### config.mk
export PLATFORM = sky130hd
export DESIGN_NAME = sum8_frame_parser_core
export DESIGN_NICKNAME = d
export VERILOG_FILES = /design/src/hdl/s8fp_pkg.sv /design/src/hdl/s8fp_parser.sv /design/src/hdl/s8fp_out_buffer.sv /design/src/hdl/sum8_frame_parser_core.sv
export SDC_FILE = /design/constraint.sdc
export NUM_CORES = 1
export LEC_CHECK = 0
export BUFFER_PORTS_ARGS = -buffer_cell sky130_fd_sc_hd__buf_2
export CAP_MARGIN = 20
export CORE_ASPECT_RATIO = 1.2
export CORE_UTILIZATION = 50
export DETAILED_ROUTE_END_ITERATION = 8
export GPL_ROUTABILITY_DRIVEN = 0
export GPL_TIMING_DRIVEN = 0
export PLACE_DENSITY = 0.75
export SYNTH_ARGS = -nofsm -noshare
export SYNTH_HDL_FRONTEND = slang
export SYNTH_SLANG_ARGS = --single-unit
### constraint.sdc
create_clock -name clk -period 5.38 [get_ports clk]
set_input_delay 0.807 -clock clk [delete_from_list [all_inputs] [get_ports clk]]
set_output_delay 0.807 -clock clk [all_outputs]
set_load 0.01 [all_outputs]
### src/hdl/s8fp_pkg.sv
// ----------------------------------------------------------------------------
// SUM8 frame parser package
// Shared types, status codes, register indexes and reset values.
// ----------------------------------------------------------------------------
package s8fp_pkg;

  localparam int BYTE_W   = 8;
  localparam int STATUS_W = 3;
  localparam int ERR_W    = 16;
  localparam int CFG_IDX_W = 2;
  localparam int TDATA_W  = 56;

  localparam logic [STATUS_W-1:0] STATUS_OK       = 3'd0;
  localparam logic [STATUS_W-1:0] STATUS_DROPPED  = 3'd1;
  localparam logic [STATUS_W-1:0] STATUS_BAD_SUM  = 3'd2;
  localparam logic [STATUS_W-1:0] STATUS_BAD_TAIL = 3'd3;
  localparam logic [STATUS_W-1:0] STATUS_TOO_LONG = 3'd4;
  localparam logic [STATUS_W-1:0] STATUS_BAD_CMD  = 3'd5;

  localparam logic [CFG_IDX_W-1:0] CFG_HEADER_BYTE = 2'd0;
  localparam logic [CFG_IDX_W-1:0] CFG_TAIL_BYTE   = 2'd1;
  localparam logic [CFG_IDX_W-1:0] CFG_MAX_LENGTH  = 2'd2;
  localparam logic [CFG_IDX_W-1:0] CFG_CMD_ENABLE  = 2'd3;

  localparam logic [BYTE_W-1:0] HEADER_RESET     = 8'h55;
  localparam logic [BYTE_W-1:0] TAIL_RESET       = 8'hAA;
  localparam logic [BYTE_W-1:0] MAX_LENGTH_RESET = 8'd64;
  localparam logic [BYTE_W-1:0] CMD_ENABLE_RESET = 8'hFF;

  localparam logic [BYTE_W-1:0] CMD_LIMIT   = 8'd128;
  localparam logic [BYTE_W-1:0] CMD_HANDLED = 8'd8;
  localparam logic [ERR_W-1:0]  ERR_MAX     = 16'hFFFF;

  typedef struct packed {
    logic                we;
    logic [CFG_IDX_W-1:0] index;
    logic [BYTE_W-1:0]    data;
  } cfg_write_t;

  typedef struct packed {
    logic                payload_valid;
    logic [BYTE_W-1:0]   payload_byte;
    logic [BYTE_W-1:0]   payload_index;
    logic                frame_done;
    logic [STATUS_W-1:0] frame_status;
    logic [BYTE_W-1:0]   frame_command;
    logic [BYTE_W-1:0]   frame_length;
    logic [ERR_W-1:0]    error_total;
  } result_t;

endpackage

### src/hdl/s8fp_parser.sv
// ----------------------------------------------------------------------------
// SUM8 frame parser state machine
// Holds the configuration registers and the frame state, and works out the
// result of each accepted byte in one pass.
// ----------------------------------------------------------------------------
module s8fp_parser (
  input  logic                       clk,
  input  logic                       rst,
  input  s8fp_pkg::cfg_write_t       cfg,
  input  logic                       accept,
  input  logic [s8fp_pkg::BYTE_W-1:0] rx_byte,
  output s8fp_pkg::result_t          result
);

  typedef enum logic [2:0] {
    PH_HEADER = 3'd0,
    PH_CMD    = 3'd1,
    PH_LEN    = 3'd2,
    PH_DATA   = 3'd3,
    PH_SUM    = 3'd4,
    PH_TAIL   = 3'd5
  } phase_t;

  logic [s8fp_pkg::BYTE_W-1:0] header_byte;
  logic [s8fp_pkg::BYTE_W-1:0] tail_byte;
  logic [s8fp_pkg::BYTE_W-1:0] max_length;
  logic [s8fp_pkg::BYTE_W-1:0] command_enable_mask;

  phase_t                      phase, phase_next;
  logic [s8fp_pkg::BYTE_W-1:0] command_code, command_code_next;
  logic [s8fp_pkg::BYTE_W-1:0] payload_length, payload_length_next;
  logic [s8fp_pkg::BYTE_W-1:0] bytes_received, bytes_received_next;
  logic [s8fp_pkg::BYTE_W-1:0] running_sum, running_sum_next;
  logic [s8fp_pkg::BYTE_W-1:0] received_checksum, received_checksum_next;
  logic [s8fp_pkg::ERR_W-1:0]  error_counter, error_counter_next;
  logic [s8fp_pkg::BYTE_W-1:0] count_inc;
  logic                        restart;
  logic                        bump;
  logic                        cmd_enabled;

  assign count_inc   = bytes_received + 8'd1;
  assign cmd_enabled = (command_code < s8fp_pkg::CMD_HANDLED) &&
                       command_enable_mask[command_code[2:0]];

  always_comb begin
    result                 = '0;
    phase_next             = phase;
    command_code_next      = command_code;
    payload_length_next    = payload_length;
    bytes_received_next    = bytes_received;
    running_sum_next       = running_sum;
    received_checksum_next = received_checksum;
    restart                = 1'b0;
    bump                   = 1'b0;
    case (phase)
      PH_HEADER: begin
        if (rx_byte == header_byte) begin
          phase_next = PH_CMD;
        end
      end
      PH_CMD: begin
        command_code_next = rx_byte;
        phase_next        = PH_LEN;
      end
      PH_LEN: begin
        if (rx_byte > max_length) begin
          result.frame_done    = 1'b1;
          result.frame_status  = s8fp_pkg::STATUS_TOO_LONG;
          result.frame_command = command_code;
          result.frame_length  = rx_byte;
          bump                 = 1'b1;
          restart              = 1'b1;
        end else begin
          payload_length_next = rx_byte;
          bytes_received_next = '0;
          running_sum_next    = command_code + rx_byte;
          phase_next          = (rx_byte == '0) ? PH_SUM : PH_DATA;
        end
      end
      PH_DATA: begin
        result.payload_valid = 1'b1;
        result.payload_byte  = rx_byte;
        result.payload_index = bytes_received;
        running_sum_next     = running_sum + rx_byte;
        bytes_received_next  = count_inc;
        if (count_inc >= payload_length) begin
          phase_next = PH_SUM;
        end
      end
      PH_SUM: begin
        received_checksum_next = rx_byte;
        phase_next             = PH_TAIL;
      end
      PH_TAIL: begin
        result.frame_done    = 1'b1;
        result.frame_command = command_code;
        result.frame_length  = payload_length;
        if (rx_byte != tail_byte) begin
          result.frame_status = s8fp_pkg::STATUS_BAD_TAIL;
          bump                = 1'b1;
        end else if (running_sum != received_checksum) begin
          result.frame_status = s8fp_pkg::STATUS_BAD_SUM;
          bump                = 1'b1;
        end else if (command_code > s8fp_pkg::CMD_LIMIT) begin
          result.frame_status = s8fp_pkg::STATUS_BAD_CMD;
          bump                = 1'b1;
        end else if (cmd_enabled) begin
          result.frame_status = s8fp_pkg::STATUS_OK;
        end else begin
          result.frame_status = s8fp_pkg::STATUS_DROPPED;
        end
        restart = 1'b1;
      end
      default: begin
        restart = 1'b1;
      end
    endcase
    if (restart) begin
      phase_next             = PH_HEADER;
      command_code_next      = '0;
      payload_length_next    = '0;
      bytes_received_next    = '0;
      running_sum_next       = '0;
      received_checksum_next = '0;
    end
    error_counter_next = error_counter;
    if (bump && (error_counter != s8fp_pkg::ERR_MAX)) begin
      error_counter_next = error_counter + 16'd1;
    end
    result.error_total = error_counter_next;
  end

  always_ff @(posedge clk) begin
    if (rst) begin
      header_byte         <= s8fp_pkg::HEADER_RESET;
      tail_byte           <= s8fp_pkg::TAIL_RESET;
      max_length          <= s8fp_pkg::MAX_LENGTH_RESET;
      command_enable_mask <= s8fp_pkg::CMD_ENABLE_RESET;
    end else if (cfg.we) begin
      case (cfg.index)
        s8fp_pkg::CFG_HEADER_BYTE: header_byte         <= cfg.data;
        s8fp_pkg::CFG_TAIL_BYTE:   tail_byte           <= cfg.data;
        s8fp_pkg::CFG_MAX_LENGTH:  max_length          <= cfg.data;
        s8fp_pkg::CFG_CMD_ENABLE:  command_enable_mask <= cfg.data;
        default: begin
        end
      endcase
    end
  end

  always_ff @(posedge clk) begin
    if (rst) begin
      phase             <= PH_HEADER;
      command_code      <= '0;
      payload_length    <= '0;
      bytes_received    <= '0;
      running_sum       <= '0;
      received_checksum <= '0;
      error_counter     <= '0;
    end else if (accept) begin
      phase             <= phase_next;
      command_code      <= command_code_next;
      payload_length    <= payload_length_next;
      bytes_received    <= bytes_received_next;
      running_sum       <= running_sum_next;
      received_checksum <= received_checksum_next;
      error_counter     <= error_counter_next;
    end
  end

endmodule

### src/hdl/s8fp_out_buffer.sv
// ----------------------------------------------------------------------------
// SUM8 frame parser output buffer
// Output register with a skid stage, so input ready is a registered signal.
// ----------------------------------------------------------------------------
module s8fp_out_buffer (
  input  logic               clk,
  input  logic               rst,
  input  logic               in_valid,
  output logic               in_ready,
  input  s8fp_pkg::result_t  in_item,
  output logic               out_valid,
  input  logic               out_ready,
  output s8fp_pkg::result_t  out_item
);

  logic              skid_valid;
  s8fp_pkg::result_t skid_item;
  logic              in_take;

  assign in_ready = !skid_valid;
  assign in_take  = in_valid && in_ready;

  always_ff @(posedge clk) begin
    if (rst) begin
      out_valid  <= 1'b0;
      skid_valid <= 1'b0;
    end else if (!out_valid || out_ready) begin
      if (skid_valid) begin
        out_valid  <= 1'b1;
        out_item   <= skid_item;
        skid_valid <= 1'b0;
      end else begin
        out_valid <= in_take;
        out_item  <= in_item;
      end
    end else if (in_take) begin
      skid_valid <= 1'b1;
      skid_item  <= in_item;
    end
  end

endmodule

### src/hdl/sum8_frame_parser_core.sv
// ----------------------------------------------------------------------------
// SUM8 frame parser core
// Parses header, command, length, payload, SUM8, tail frames one byte per item.
// ----------------------------------------------------------------------------
// A result item goes to the output register, or to the skid stage and then the
// output register when stalled; one byte per cycle while the skid stage is empty.
// A two-entry output buffer keeps the input side running while results wait.
// Reset is synchronous: registers return to their defaults, the parser waits
// for a header, the error counter clears and both buffers empty.
module sum8_frame_parser_core (
  input  logic        clk,
  input  logic        rst,
  input  logic        s_axis_tvalid,
  output logic        s_axis_tready,
  input  logic [7:0]  s_axis_tdata,   // rx_byte
  output logic        m_axis_tvalid,
  input  logic        m_axis_tready,
  // payload_byte, payload_index, frame_status, frame_command, frame_length,
  // error_total, zero fill
  output logic [s8fp_pkg::TDATA_W-1:0] m_axis_tdata,
  output logic        m_axis_tlast,   // frame_done
  output logic        m_axis_tuser,   // payload_valid
  input  logic        cfg_we,
  input  logic [1:0]  cfg_index,
  input  logic [7:0]  cfg_data
);

  s8fp_pkg::cfg_write_t cfg;
  s8fp_pkg::result_t    result;
  s8fp_pkg::result_t    out_item;
  logic                 accept;

  assign cfg.we    = cfg_we;
  assign cfg.index = cfg_index;
  assign cfg.data  = cfg_data;
  assign accept    = s_axis_tvalid && s_axis_tready;

  s8fp_parser u_parser (
    .clk     (clk),
    .rst     (rst),
    .cfg     (cfg),
    .accept  (accept),
    .rx_byte (s_axis_tdata),
    .result  (result)
  );

  s8fp_out_buffer u_out_buffer (
    .clk       (clk),
    .rst       (rst),
    .in_valid  (s_axis_tvalid),
    .in_ready  (s_axis_tready),
    .in_item   (result),
    .out_valid (m_axis_tvalid),
    .out_ready (m_axis_tready),
    .out_item  (out_item)
  );

  assign m_axis_tdata = {5'd0, out_item.error_total, out_item.frame_length,
                         out_item.frame_command, out_item.frame_status,
                         out_item.payload_index, out_item.payload_byte};
  assign m_axis_tlast = out_item.frame_done;
  assign m_axis_tuser = out_item.payload_valid;

endmodule

==> impl_metrics.ini <==
[run_status]
status = complete, no violations

[global_routing]
grt_max_degree = 37
antenna_found_initial = 0
first_global_vias = 6397
grt_pass1_wl_mm = 33.24
grt-ovfl-total = 0
grt_usage_pct = 22.75

[clocking]
post-cts-setup-buffers = 0
clk_pin_slew_ns = 0.07
cts-root-buf = clkbuf_16
h-tree-depth = 4
worstSkewPairLatency_ns = 0.44
cts_made_buffers = 17
clockBufferDepth = 2
cts_resized = 0
holdBufCountCts = 0
cts_tree = done
cts_sinks = 199

[finish]
final_area_um2 = 10650
diodes = 0
n_fill_cell = 1520
syn_to_final_growth_pct = 14.71
final_nets = 1007
drive_gt1_share_pct = 19.77
reg_top3 = u_out_buffer.out_item x53, u_out_buffer.skid_item x53, u_parser.error_counter x16

[routing]
detail-route-antenna-nets = 0
viasPerCell = 5.703
routed_wl_mm = 21.02
wl_per_cell_um = 17.59
drt_iter0_markers = 514
drc = 0
dr.pass1.iters = 5
vias = 6815

[yosys]
netlist_area_um2 = 9281
synth_seq_cells = 199
ys_seq_area_share_pct = 54.35
ys_top_cells_by_count = 106 x edfxtp_1, 104 x nand2_1, 93 x dfxtp_1
yosysMostFrequentCell = edfxtp_1
synth_area_per_cell_um2 = 10.87
synth_edf_count = 106
synth_area_leaders = edfxtp_1 34%, dfxtp_1 20%, mux2_2 6.1%, nand2_1 4.2%, ha_1 3.4%
synth_top_area_share_pct = 34.29
synth_area_leader_cell = edfxtp_1
synth-main-ff-cell = edfxtp_1
netlist_instances = 854
synth-warning-count = 0
ys_async_sr_fraction_pct = 0
synth_cell_types = 57

[timing]
min_period_ns = 3.962
post-route-period-util_pct = 73.65
fin_skew_ns = 0.008847
setup_viol = 0
maxSlewHeadroom_pct = 27.38
max_freq_mhz = 252.4
setup_tns_ns = 0
slew_viol_final = 0
hold_viol_final = 0
rsz0062_at_grt = no
worst_pin_slew_ns = 1.081

[critical_path]
reg2reg_depth = 15
slowest_delay_ns = 0.53
crit_path_end_kind = register
crit_chain = nor2b_1 -> clkbuf_1 -> nand2_1 -> inv_1 -> clkbuf_1 -> nand2_1 -> nand2_1 -> ha_1 -> a21o_1 -> a211oi_1 -> nor2_1 -> o41ai_1 -> xnor2_1 -> a2bb2oi_1 -> nor2_1
crit_type = reg2reg
cp_max_fo = 10
critPathSlowestCell = dfxtp_1
cp.required_ns = 5.68
cpMostUsedCell = nand2_1
cp.arrival_ns = 4.26
critPathLaunchType = register

[run]
drv_cap = 0

[placement]
dpl_cell_area_um2 = 10050
io_buffers = 77
dpl.hpwl_mm = 15.16

[die]
core_area_um2 = 18170
fp.dieW_um = 126.4
rows = 54
die_h_um = 151.3
start_util_pct = 51.07
io_pins = 83
dieArea_um2 = 19110

[power_and_ir_drop]
powerDensity_nw_per_um2 = 293.1
total_leakage_power_nw = 4.224
ir_worst_vdd_v = 0.0001951

[worst_hold_path]
holdPathStages = 2
holdCritPathClass = reg2reg
-- area by class of cell --
type / instances / area [um^2] / area share (%)
tap: 224 / 280.3 / 2.632
inverter: 24 / 90.09 / 0.8462
timing repair buffer: 81 / 457.9 / 4.301
multi-input combinational: 586 / 3956 / 37.16
sequential: 199 / 5045 / 47.38
clock buffer: 17 / 425.4 / 3.996
buffer: 49 / 224.0 / 2.104
clock inverter: 15 / 167.7 / 1.575
-- final timing paths --
check / from / end / slack [ns]
setup reg to reg: u_parser.phase[0] / u_parser.running_sum[7] / 1.42
setup / recovery: u_parser.phase[0] / u_parser.running_sum[7] / 1.42
hold reg to reg: u_parser.max_length[2] / u_parser.max_length[2] / 0.46
hold / removal: u_parser.max_length[2] / u_parser.max_length[2] / 0.46
-- placed cells by master (no fill, tap or decap), drive strengths merged, types with 5 or more instances in the layout --
| master | instances |
|---|---|
| nor3 | 7 |
| nand4 | 8 |
| buf | 101 |
| nor4 | 6 |
| nor2 | 64 |
| conb | 5 |
| a21oi | 49 |
| xor2 | 29 |
| nor2b | 12 |
| clkbuf | 45 |
| a211o | 5 |
| nand2b | 8 |
| o21ai | 14 |
| a31oi | 8 |
| edfxtp | 106 |
| nand3 | 26 |
| nand2 | 105 |
| ha | 25 |
| mux2i | 7 |
| and2 | 9 |
| a211oi | 17 |
| clkinv | 8 |
| a22o | 22 |
| and3 | 21 |
| xnor2 | 35 |
| nand3b | 15 |
| dfxtp | 93 |
| inv | 29 |
| mux2 | 51 |
-- stage by stage --
step | total power [W] | util [%] | hold WS [ns] | setup WS (ns) | cells
2_1_floorplan | 0.001792 | - | 0.4353 | 1.365 | 858
3_3_place_gp | 0.001861 | 54.84 | 0.4443 | 0.02135 | 1159
3_5_place_dp | 0.001868 | 55.31 | 0.4505 | 1.391 | 1163
4_1_cts | 0.003130 | 58.58 | 0.4605 | 1.540 | 1195
5_1_grt | 0.003215 | 58.58 | 0.4836 | 1.190 | 1195
6_report | 0.003120 | 58.58 | 0.4573 | 1.418 | 1195
-- worst max-delay path: cells and delay by family, from the launching register on --
kind	cells	cell delay, ns
buffers and inverters	3	0.93
adder cells (fa/ha/maj)	1	0.23
flip-flops	1	0.53
XOR/XNOR	1	0.18
AND/OR/NAND/NOR	6	0.80
AO/OA/AOI/OAI	4	1.14
-- cells by family (layout without fill, tap and decap cells) --
kind of cell / after synthesis / count (layout) / synth area share (%)
compound gates: 140 / 140 / 10.16
xor+xnor: 64 / 64 / 6.039
fa+ha+maj: 26 / 26 / 3.586
buf+inv: 73 / 186 / 3.384
flops: 199 / 199 / 54.35
mux: 60 / 60 / 7.468
other cells: 1 / 5 / 0.04040
simple gates: 291 / 291 / 14.96
-- per-layer routing --
| layer | vias to the layer above | wire (um) | GRT usage [%] |
|---|---|---|---|
| li1 | 3253 | - | - |
| met1 | 3299 | 8917 | 28.00 |
| met2 | 223 | 10450 | 39.39 |
| met3 | 40 | 1095 | 3.780 |
| met4 | 0 | 556 | 10.12 |
| met5 | - | 0 | 0 |
-- power breakdown --
group	leakage, nW	internal, W	switching [W]	total [W]
Combinational	2.18	0.0000700	0.000123	0.000193
Clock	0.293	0.000697	0.000588	0.00129
Sequential	1.75	0.00163	0.0000130	0.00164
No activity file was read; power rests on OpenSTA's default activity.
